### config.mk
export PLATFORM = sky130hd
export DESIGN_NAME = heartbeat_failure_detector_flat
export DESIGN_NICKNAME = d
export VERILOG_FILES = /design/src/rtl/hfd_pkg.sv /design/src/rtl/hfd_if.sv /design/src/rtl/hfd_cfg_regs.sv /design/src/rtl/hfd_lane.sv /design/src/rtl/hfd_merge.sv /design/src/rtl/heartbeat_failure_detector.sv /design/src/flat_wrapper.sv
export SDC_FILE = /design/constraint.sdc
export NUM_CORES = 2
export LEC_CHECK = 0
export BUFFER_PORTS_ARGS = -buffer_cell sky130_fd_sc_hd__buf_2
export CAP_MARGIN = 15
export CORE_MARGIN = 1
export CORE_UTILIZATION = 55
export CTS_CLUSTER_SIZE = 12
export DETAILED_ROUTE_END_ITERATION = 12
export PLACE_DENSITY = 0.82
export SLEW_MARGIN = 20
export SYNTH_ARGS = -nofsm -noshare
export SYNTH_HDL_FRONTEND = slang
export SYNTH_HIERARCHICAL = 1
export SYNTH_SLANG_ARGS = --single-unit
export TNS_END_PERCENT = 30
### constraint.sdc
create_clock -name i_clk -period 16.33 [get_ports i_clk]
set_input_delay 2.4495 -clock i_clk [delete_from_list [all_inputs] [get_ports i_clk]]
set_output_delay 2.4495 -clock i_clk [all_outputs]
set_load 0.02 [all_outputs]
### src/rtl/hfd_pkg.sv
// Shared types and constants of the heartbeat failure detector.
`timescale 1ns / 1ps

package hfd_pkg;

    localparam int unsigned MASK_BITS  = 32;
    localparam int unsigned COUNT_BITS = 16;
    localparam int unsigned CFG_TIME_W = 16;
    localparam int unsigned SELF_W     = 5;
    localparam int unsigned APB_ADDR_W = 4;
    localparam int unsigned APB_DATA_W = 32;

    typedef enum logic [1:0] {
        MODE_TICK = 2'd0,
        MODE_MSG  = 2'd1,
        MODE_READ = 2'd2
    } t_mode;

    typedef enum logic [1:0] {
        REG_TIMEOUT = 2'd0,
        REG_SELF    = 2'd1,
        REG_END     = 2'd2
    } t_reg_idx;

    localparam logic [CFG_TIME_W-1:0] TIMEOUT_RST  = 16'd10;
    localparam logic [SELF_W-1:0]     SELF_RST     = 5'd0;
    localparam logic [CFG_TIME_W-1:0] END_TIME_RST = 16'hFFFF;

    typedef struct packed {
        logic [CFG_TIME_W-1:0] silence_timeout;
        logic [SELF_W-1:0]     self_index;
        logic [CFG_TIME_W-1:0] end_time;
    } t_cfg;

    typedef struct packed {
        logic                  upd;
        logic                  any_seen;
        logic [CFG_TIME_W-1:0] timeout;
    } t_lane_ctrl;

endpackage

### src/rtl/hfd_if.sv
// Request and result channel interfaces of the heartbeat failure detector.
`timescale 1ns / 1ps

interface hfd_req_if;
    logic        valid;
    logic        ready;
    logic [1:0]  mode;
    logic [31:0] seen_mask;
    logic [4:0]  node_index;

    modport source (output valid, mode, seen_mask, node_index, input ready);
    modport sink (input valid, mode, seen_mask, node_index, output ready);
endinterface

interface hfd_rsp_if;
    logic        valid;
    logic        ready;
    logic [31:0] dead_mask;
    logic [15:0] heartbeat_count;
    logic [15:0] time_now;
    logic        finished;

    modport source (output valid, dead_mask, heartbeat_count, time_now, finished,
                    input ready);
    modport sink (input valid, dead_mask, heartbeat_count, time_now, finished,
                  output ready);
endinterface

### src/rtl/hfd_cfg_regs.sv
// APB configuration registers of the heartbeat failure detector.
`timescale 1ns / 1ps

module hfd_cfg_regs import hfd_pkg::*; (
    input  logic                  i_clk,
    input  logic                  i_rst_n,
    input  logic                  psel,
    input  logic                  penable,
    input  logic                  pwrite,
    input  logic [APB_ADDR_W-1:0] paddr,
    input  logic [APB_DATA_W-1:0] pwdata,
    output logic [APB_DATA_W-1:0] prdata,
    output logic                  pready,
    output t_cfg                  o_cfg
);

    t_cfg     r_cfg;
    t_reg_idx w_idx;
    logic     w_wr;

    assign w_idx  = t_reg_idx'(paddr[3:2]);
    assign w_wr   = psel && penable && pwrite;
    assign pready = 1'b1;
    assign o_cfg  = r_cfg;

    always_ff @(posedge i_clk) begin
        if (!i_rst_n) begin
            r_cfg.silence_timeout <= TIMEOUT_RST;
            r_cfg.self_index      <= SELF_RST;
            r_cfg.end_time        <= END_TIME_RST;
        end else if (w_wr) begin
            unique case (w_idx)
                REG_TIMEOUT: r_cfg.silence_timeout <= pwdata[CFG_TIME_W-1:0];
                REG_SELF:    r_cfg.self_index      <= pwdata[SELF_W-1:0];
                REG_END:     r_cfg.end_time        <= pwdata[CFG_TIME_W-1:0];
                default: begin
                end
            endcase
        end
    end

    always_comb begin
        unique case (w_idx)
            REG_TIMEOUT: prdata = APB_DATA_W'(r_cfg.silence_timeout);
            REG_SELF:    prdata = APB_DATA_W'(r_cfg.self_index);
            REG_END:     prdata = APB_DATA_W'(r_cfg.end_time);
            default:     prdata = '0;
        endcase
    end

endmodule

### src/rtl/hfd_lane.sv
// One membership entry: last-heard time, heartbeat count and dead mark.
`timescale 1ns / 1ps

module hfd_lane import hfd_pkg::*; #(
    parameter int unsigned TIME_BITS = 16
) (
    input  logic                  i_clk,
    input  logic                  i_rst_n,
    input  t_lane_ctrl            i_ctrl,
    input  logic [TIME_BITS-1:0]  i_now,
    input  logic                  i_seen,
    input  logic                  i_is_self,
    output logic [COUNT_BITS-1:0] o_count_nxt,
    output logic                  o_dead_nxt
);

    localparam int unsigned CW = (TIME_BITS > CFG_TIME_W) ? TIME_BITS : CFG_TIME_W;

    logic [TIME_BITS-1:0]  r_heard;
    logic [COUNT_BITS-1:0] r_count;
    logic                  r_dead;
    logic [TIME_BITS-1:0]  n_heard;
    logic                  w_refresh;
    logic [TIME_BITS-1:0]  w_silence;
    logic                  w_timed_out;

    assign w_refresh   = i_ctrl.upd && (i_seen || (i_is_self && i_ctrl.any_seen));
    assign n_heard     = w_refresh ? i_now : r_heard;
    assign w_silence   = i_now - n_heard;
    assign w_timed_out = CW'(w_silence) >= CW'(i_ctrl.timeout);

    assign o_count_nxt = (i_ctrl.upd && i_seen && (r_count != '1)) ?
                         r_count + 1'b1 : r_count;
    assign o_dead_nxt  = r_dead || (i_ctrl.upd && !i_is_self && w_timed_out);

    always_ff @(posedge i_clk) begin
        if (!i_rst_n) begin
            r_heard <= '0;
            r_count <= '0;
            r_dead  <= 1'b0;
        end else begin
            r_heard <= n_heard;
            r_count <= o_count_nxt;
            r_dead  <= o_dead_nxt;
        end
    end

endmodule

### src/rtl/hfd_merge.sv
// Combines the lane results into one registered result item.
`timescale 1ns / 1ps

module hfd_merge import hfd_pkg::*; #(
    parameter int unsigned NODE_COUNT = 32
) (
    input  logic                  i_clk,
    input  logic                  i_rst_n,
    input  logic                  i_load,
    input  logic [COUNT_BITS-1:0] i_count_nxt [NODE_COUNT],
    input  logic [NODE_COUNT-1:0] i_dead_nxt,
    input  logic [SELF_W-1:0]     i_node_index,
    input  logic [15:0]           i_time_now,
    input  logic                  i_finished,
    output logic                  o_free,
    hfd_rsp_if.source             o_rsp
);

    localparam int unsigned IW = (NODE_COUNT > 1) ? $clog2(NODE_COUNT) : 1;

    logic                  r_valid;
    logic [MASK_BITS-1:0]  r_dead_mask;
    logic [COUNT_BITS-1:0] r_count;
    logic [15:0]           r_time;
    logic                  r_finished;
    logic [MASK_BITS-1:0]  w_dead_mask;
    logic [IW+SELF_W-1:0]  w_idx_ext;
    logic [IW-1:0]         w_sel;
    logic                  w_hit;
    logic [COUNT_BITS-1:0] w_count;

    for (genvar i = 0; i < MASK_BITS; i++) begin : g_mask
        if (i < NODE_COUNT) begin : g_on
            assign w_dead_mask[i] = i_dead_nxt[i];
        end else begin : g_off
            assign w_dead_mask[i] = 1'b0;
        end
    end

    assign w_idx_ext = (IW + SELF_W)'(i_node_index);
    assign w_sel     = w_idx_ext[IW-1:0];
    assign w_hit     = 32'(i_node_index) < NODE_COUNT;
    assign w_count   = w_hit ? i_count_nxt[w_sel] : '0;

    assign o_free = !r_valid || o_rsp.ready;

    always_ff @(posedge i_clk) begin
        if (!i_rst_n) begin
            r_valid <= 1'b0;
        end else if (i_load) begin
            r_valid <= 1'b1;
        end else if (o_rsp.ready) begin
            r_valid <= 1'b0;
        end
    end

    always_ff @(posedge i_clk) begin
        if (i_load) begin
            r_dead_mask <= w_dead_mask;
            r_count     <= w_count;
            r_time      <= i_time_now;
            r_finished  <= i_finished;
        end
    end

    assign o_rsp.valid           = r_valid;
    assign o_rsp.dead_mask       = r_dead_mask;
    assign o_rsp.heartbeat_count = r_count;
    assign o_rsp.time_now        = r_time;
    assign o_rsp.finished        = r_finished;

endmodule

### src/rtl/heartbeat_failure_detector.sv
// Top level of the heartbeat failure detector.
`timescale 1ns / 1ps

// Membership table of a heartbeat failure detector with one hardware lane per node.
// Every request (tick, heartbeat message or count read) produces exactly one result,
// and a request is taken every clock cycle while the result register is empty or
// its content is being taken in the same cycle. Before the end time, all lanes refresh,
// count and check silence against the timeout in the cycle that takes a message, at
// the same rate; the result is registered and appears in the cycle after the request.
// There is no clearing pass: reset clears every table entry at once.
module heartbeat_failure_detector import hfd_pkg::*; #(
    parameter int unsigned NODE_COUNT = 32,
    parameter int unsigned TIME_BITS  = 16
) (
    input  logic                  i_clk,
    input  logic                  i_rst_n,
    input  logic                  psel,
    input  logic                  penable,
    input  logic                  pwrite,
    input  logic [APB_ADDR_W-1:0] paddr,
    input  logic [APB_DATA_W-1:0] pwdata,
    output logic [APB_DATA_W-1:0] prdata,
    output logic                  pready,
    hfd_req_if.sink               i_req,
    hfd_rsp_if.source             o_rsp
);

    localparam int unsigned EW = TIME_BITS + CFG_TIME_W;

    t_cfg                  w_cfg;
    t_lane_ctrl            w_ctrl;
    logic                  w_free;
    logic                  w_acc;
    logic                  w_active;
    logic [TIME_BITS-1:0]  r_time;
    logic [TIME_BITS-1:0]  n_time;
    logic [EW-1:0]         w_time_ext;
    logic [COUNT_BITS-1:0] w_count_nxt [NODE_COUNT];
    logic [NODE_COUNT-1:0] w_dead_nxt;

    hfd_cfg_regs u_cfg (
        .i_clk   (i_clk),
        .i_rst_n (i_rst_n),
        .psel    (psel),
        .penable (penable),
        .pwrite  (pwrite),
        .paddr   (paddr),
        .pwdata  (pwdata),
        .prdata  (prdata),
        .pready  (pready),
        .o_cfg   (w_cfg)
    );

    assign i_req.ready = w_free;
    assign w_acc       = i_req.valid && w_free;
    assign w_active    = EW'(r_time) < EW'(w_cfg.end_time);

    assign w_ctrl.upd      = w_acc && (i_req.mode == MODE_MSG) && w_active;
    assign w_ctrl.any_seen = |i_req.seen_mask;
    assign w_ctrl.timeout  = w_cfg.silence_timeout;

    assign n_time = (w_acc && (i_req.mode == MODE_TICK) && (r_time != '1)) ?
                    r_time + 1'b1 : r_time;
    assign w_time_ext = EW'(n_time);

    always_ff @(posedge i_clk) begin
        if (!i_rst_n) begin
            r_time <= '0;
        end else begin
            r_time <= n_time;
        end
    end

    for (genvar i = 0; i < NODE_COUNT; i++) begin : g_lane
        logic w_seen;
        logic w_self;

        if (i < MASK_BITS) begin : g_seen
            assign w_seen = i_req.seen_mask[i];
        end else begin : g_unseen
            assign w_seen = 1'b0;
        end
        assign w_self = 32'(w_cfg.self_index) == 32'(i);

        hfd_lane #(
            .TIME_BITS (TIME_BITS)
        ) u_lane (
            .i_clk       (i_clk),
            .i_rst_n     (i_rst_n),
            .i_ctrl      (w_ctrl),
            .i_now       (r_time),
            .i_seen      (w_seen),
            .i_is_self   (w_self),
            .o_count_nxt (w_count_nxt[i]),
            .o_dead_nxt  (w_dead_nxt[i])
        );
    end

    hfd_merge #(
        .NODE_COUNT (NODE_COUNT)
    ) u_merge (
        .i_clk        (i_clk),
        .i_rst_n      (i_rst_n),
        .i_load       (w_acc),
        .i_count_nxt  (w_count_nxt),
        .i_dead_nxt   (w_dead_nxt),
        .i_node_index (i_req.node_index),
        .i_time_now   (w_time_ext[15:0]),
        .i_finished   (w_time_ext >= EW'(w_cfg.end_time)),
        .o_free       (w_free),
        .o_rsp        (o_rsp)
    );

`ifndef NO_ASSERTIONS
    a_time_monotonic: assert property (@(posedge i_clk) disable iff (!i_rst_n)
        $past(i_rst_n) |-> r_time >= $past(r_time))
        else $error("Local time decreased.");

    a_time_only_on_tick: assert property (@(posedge i_clk) disable iff (!i_rst_n)
        (w_acc && (i_req.mode != MODE_TICK)) |=> $stable(r_time))
        else $error("Local time changed on a request that is not a tick.");

    a_no_overwrite: assert property (@(posedge i_clk) disable iff (!i_rst_n)
        i_req.ready |-> (!o_rsp.valid || o_rsp.ready))
        else $error("Request taken while a result is stalled.");

    a_result_follows: assert property (@(posedge i_clk) disable iff (!i_rst_n)
        w_acc |=> o_rsp.valid)
        else $error("Accepted request produced no result.");
`endif

endmodule

### src/flat_wrapper.sv
// flat-port wrapper written by rule: the top's interface ports become plain ports
module heartbeat_failure_detector_flat import hfd_pkg::*;
#(
    parameter int unsigned NODE_COUNT = 32,
    parameter int unsigned TIME_BITS  = 16
)
  (i_clk, i_rst_n, psel, penable, pwrite, paddr, pwdata, prdata, pready, i_req_valid, i_req_mode, i_req_seen_mask, i_req_node_index, i_req_ready, o_rsp_valid, o_rsp_dead_mask, o_rsp_heartbeat_count, o_rsp_time_now, o_rsp_finished, o_rsp_ready);
  hfd_req_if i_req_i ();
  hfd_rsp_if o_rsp_i ();
  input  logic i_clk;
  input  logic i_rst_n;
  input  logic psel;
  input  logic penable;
  input  logic pwrite;
  input  logic [APB_ADDR_W-1:0] paddr;
  input  logic [APB_DATA_W-1:0] pwdata;
  output logic [APB_DATA_W-1:0] prdata;
  output logic pready;
  input wire logic [$bits(i_req_i.valid)-1:0] i_req_valid;
  input wire logic [$bits(i_req_i.mode)-1:0] i_req_mode;
  input wire logic [$bits(i_req_i.seen_mask)-1:0] i_req_seen_mask;
  input wire logic [$bits(i_req_i.node_index)-1:0] i_req_node_index;
  output wire logic [$bits(i_req_i.ready)-1:0] i_req_ready;
  output wire logic [$bits(o_rsp_i.valid)-1:0] o_rsp_valid;
  output wire logic [$bits(o_rsp_i.dead_mask)-1:0] o_rsp_dead_mask;
  output wire logic [$bits(o_rsp_i.heartbeat_count)-1:0] o_rsp_heartbeat_count;
  output wire logic [$bits(o_rsp_i.time_now)-1:0] o_rsp_time_now;
  output wire logic [$bits(o_rsp_i.finished)-1:0] o_rsp_finished;
  input wire logic [$bits(o_rsp_i.ready)-1:0] o_rsp_ready;
  assign i_req_i.valid = i_req_valid;
  assign i_req_i.mode = i_req_mode;
  assign i_req_i.seen_mask = i_req_seen_mask;
  assign i_req_i.node_index = i_req_node_index;
  assign i_req_ready = i_req_i.ready;
  assign o_rsp_valid = o_rsp_i.valid;
  assign o_rsp_dead_mask = o_rsp_i.dead_mask;
  assign o_rsp_heartbeat_count = o_rsp_i.heartbeat_count;
  assign o_rsp_time_now = o_rsp_i.time_now;
  assign o_rsp_finished = o_rsp_i.finished;
  assign o_rsp_i.ready = o_rsp_ready;
  heartbeat_failure_detector #(.NODE_COUNT(NODE_COUNT), .TIME_BITS(TIME_BITS)) u_core (.i_clk(i_clk), .i_rst_n(i_rst_n), .psel(psel), .penable(penable), .pwrite(pwrite), .paddr(paddr), .pwdata(pwdata), .prdata(prdata), .pready(pready), .i_req(i_req_i), .o_rsp(o_rsp_i));
endmodule
==> metrics.txt <==
status completed; Gates resized, CTS repair 0; Fmax 0.109 GHz; GR Overflow Total 0; CP Max Fanout 100; Clock Latency Late Sink 0.82 ns; Synth Flop Type dfxtp_1; final hold vios 0; CTS Hold Bufs 0; 1st-pass router iterations 7; die area 0.183 sq mm; row count 156; post-synth top area cell dfxtp_1; die height 428 um; Worst setup EP type flop; Area contributors post-synth dfxtp_1, ha_1, mux2i_1; CP Class in2reg; RSZ-0062 raised after global routing false; Post-DP HPWL 189 mm; clk buf depth 3; Synth Area per Inst 8.15 sq um; wire per inst 19.3 um; slowest stage delay, CP 0.68 ns; final setup violation count 0; Core ar. 0.181 sq mm; VDD IR max 0.107 mV; detailed-route wire length 282 mm; routed vias/inst 6.04; Placer Congestion 0.952; register area share after synthesis 0.242; Startpoint Class input pin; crit path DAT 9.71 ns; clk root buf clkbuf_16; min-delay worst type reg2reg; Layout area overhead 6.99%; IO Pins 182; clk sinks 1175; Post-DRT Antenna Nets 0; cell family with most CP delay simple AND/OR/NAND/NOR gates; MaxCap Viol Count 0; worst path required time 16.85 ns; vias in the first global route 81100; postcts setup bufs 0; post-synth top area share 0.222; Lkg Pwr 45.5 nW; initial core utilization 0.554; Buf+Inv Stages, Crit Path 5; netlist area before placement 0.0999 sq mm; pre-CTS WS 6.52 ns; Worst slew margin 0.215; gr usage total 0.295; Slew @ Worst Pin 1.18 ns; Clock Pin Slew Worst Setup and Hold Paths 0.06 ns; Setup TNS Final 0 ns; Crit-path slowest cell and2_4; number of synthesized flops with an enable pin 65; Final Worst Setup Slack 7.15 ns; minimum clock period 9.18 ns; period utilization 0.562; layout cells sized above 1 0.0753; DRT iter0 DRCs 7566; DRC violations left 0; Final Max Tran Viols 0; CTS tree yes; PD cells 63.7 mW/mm^2; Num CTS Buffers 137; register bit count reported by yosys 1175; Synth warnings 6; Die Wd 428 um; Layout Nets 13200; largest net degree at the start of global routing 300; share of flip-flops with an asynchronous set or reset 0; Fin Clk Skew 0.0271 ns; via count 88500; H-tree Lvls 4; Distinct cells, synth 114; PortBufs 146; Cells after Synth 12300; first-pass GRT wire length 439 mm; initial antenna violation count 13
## per-layer routing
layer,wire length [um],vias to the layer above,GRT usage
met2,120000,3147,0.453
met1,122000,41400,0.396
met4,16400,6,0.152
met5,47,-,0
met3,24400,687,0.0496
li1,-,43200,-
## layout make-up
cell class              count  area [sq um]
diodes                     15          37.5
well taps                2370          2970
clock inverters            53           768
repair buffers            246          1580
fillers                 15500         73600
multi-input cells        9796         70400
clock buffers             195          3890
inverters                 798          3000
flip-flops and latches   1175         24300
## sequential cells by signal, indices dropped and copies added, names as in the netlist
name,cells
u_core/r_time,16
u_core/u_cfg/o_cfg,37
u_core/u_merge/o_rsp.finished,1
u_core/u_merge/o_rsp.time_now,16
u_core/g_lane.u_lane/r_dead,32
u_core/u_merge/o_rsp.heartbeat_count,16
u_core/g_lane.u_lane/r_heard,512
u_core/g_lane.u_lane/r_count,512
u_core/u_merge/o_rsp.dead_mask,32
u_core/u_merge/o_rsp.valid,1
## through the flow
| stage | power [mW] | util | cell area [sq um] | hold WS, ns | cells |
|---|---|---|---|---|---|
| after floorplan | 3.47 | - | 100000 | 0.455 | 12300 |
| after global placement | 3.63 | 0.566 | 102000 | 0.464 | 14400 |
| after detailed placement | 3.64 | 0.566 | 102000 | 0.471 | 14400 |
| after CTS | 6.84 | 0.592 | 107000 | 0.479 | 14600 |
| after global routing | 7.02 | 0.592 | 107000 | 0.498 | 14600 |
| final | 6.81 | 0.592 | 107000 | 0.479 | 14600 |
## cell usage after synthesis (33+ instances only)
master and number:
mux2_2 33, a22oi_1 64, o211ai_1 41, o21a_1 105, nand2b_1 286, o2111ai_1 77, maj3_1 90, a211o_1 52
edfxtp_1 65, buf_2 105, nand2_1 1034, a22o_1 36, a21oi_1 497, nand4_1 315, nand3_1 226, or4_1 51
ha_1 928, o2bb2ai_1 48, and2_1 601, a211oi_1 183, clkbuf_1 304, xor2_1 342, buf_4 47, and3_1 110
dfxtp_1 1110, a21o_1 245, o31ai_1 61, a21boi_0 197, o21ai_1 48, o21ai_0 573, xnor2_1 579, a31oi_1 182
o21bai_1 70, or3_1 62, nor2b_1 580, nor3_1 132, o21ai_2 72, mux2i_1 617, nor2_1 667, inv_1 794
## where the power goes
| part | internal (mW) | leakage [nW] | switching, mW |
|---|---|---|---|
| combinational | 0.258 | 33.6 | 0.409 |
| clock | 1.85 | 2.26 | 1.36 |
| sequential | 2.91 | 9.62 | 0.0228 |
| total | 5.02 | 45.5 | 1.79 |
## worst min-delay path, delay by kind of cell (launching register included)
family / cells / cell delay, ns
AO/OA/AOI/OAI: 1 / 0.07
AND/OR/NAND/NOR: 1 / 0.05
flip-flops: 1 / 0.31
## path summary, 6_finish.rpt
| check | startpoint | end | slack, ns | depth (start not counted) |
|---|---|---|---|---|
| worst min-delay path | u_core/g_lane[28].u_lane/r_heard[15]$_SDFF_PN0_ | u_core/g_lane[28].u_lane/r_heard[15]$_SDFF_PN0_ | 0.48 | 2 |
| worst max register to register | u_core/r_time[5]$_SDFF_PN0_ | u_core/u_merge/o_rsp.dead_mask[7]$_DFFE_PP_ | 8.47 | 25 |
| worst max-delay path | o_rsp_ready | u_core/u_merge/o_rsp.dead_mask[7]$_DFFE_PP_ | 7.15 | 26 |
| worst min register to register | u_core/g_lane[28].u_lane/r_heard[15]$_SDFF_PN0_ | u_core/g_lane[28].u_lane/r_heard[15]$_SDFF_PN0_ | 0.48 | 2 |
## kinds of logic after synthesis
logic type | count (synthesis) | share of synthesized area
DFF | 1175 | 0.242
muxes | 652 | 0.0657
other | 2 | 0.0000751
xor gates and xnor gates | 927 | 0.0817
and+or+nand+nor | 4316 | 0.233
buffers and inverters | 1312 | 0.0553
AOI/OAI and AO/OA | 2837 | 0.194
adders and majority gates | 1047 | 0.128
## placed cells by master, fill, tap and decap left out, types with 245 or more instances in the layout
cell | Yosys | final
a21o_1 | 245 | 245
a21oi_1 | 497 | 496
and2_1 | 601 | 599
dfxtp_1 | 1110 | 1078
ha_1 | 928 | 928
inv_1 | 794 | 794
mux2i_1 | 617 | 617
nand2_1 | 1034 | 1034
nand2b_1 | 286 | 286
nand4_1 | 315 | 315
nor2_1 | 667 | 664
nor2b_1 | 580 | 554
o21ai_0 | 573 | 573
xnor2_1 | 579 | 579
xor2_1 | 342 | 342
Note: power is estimated with default switching activity, not from simulation.
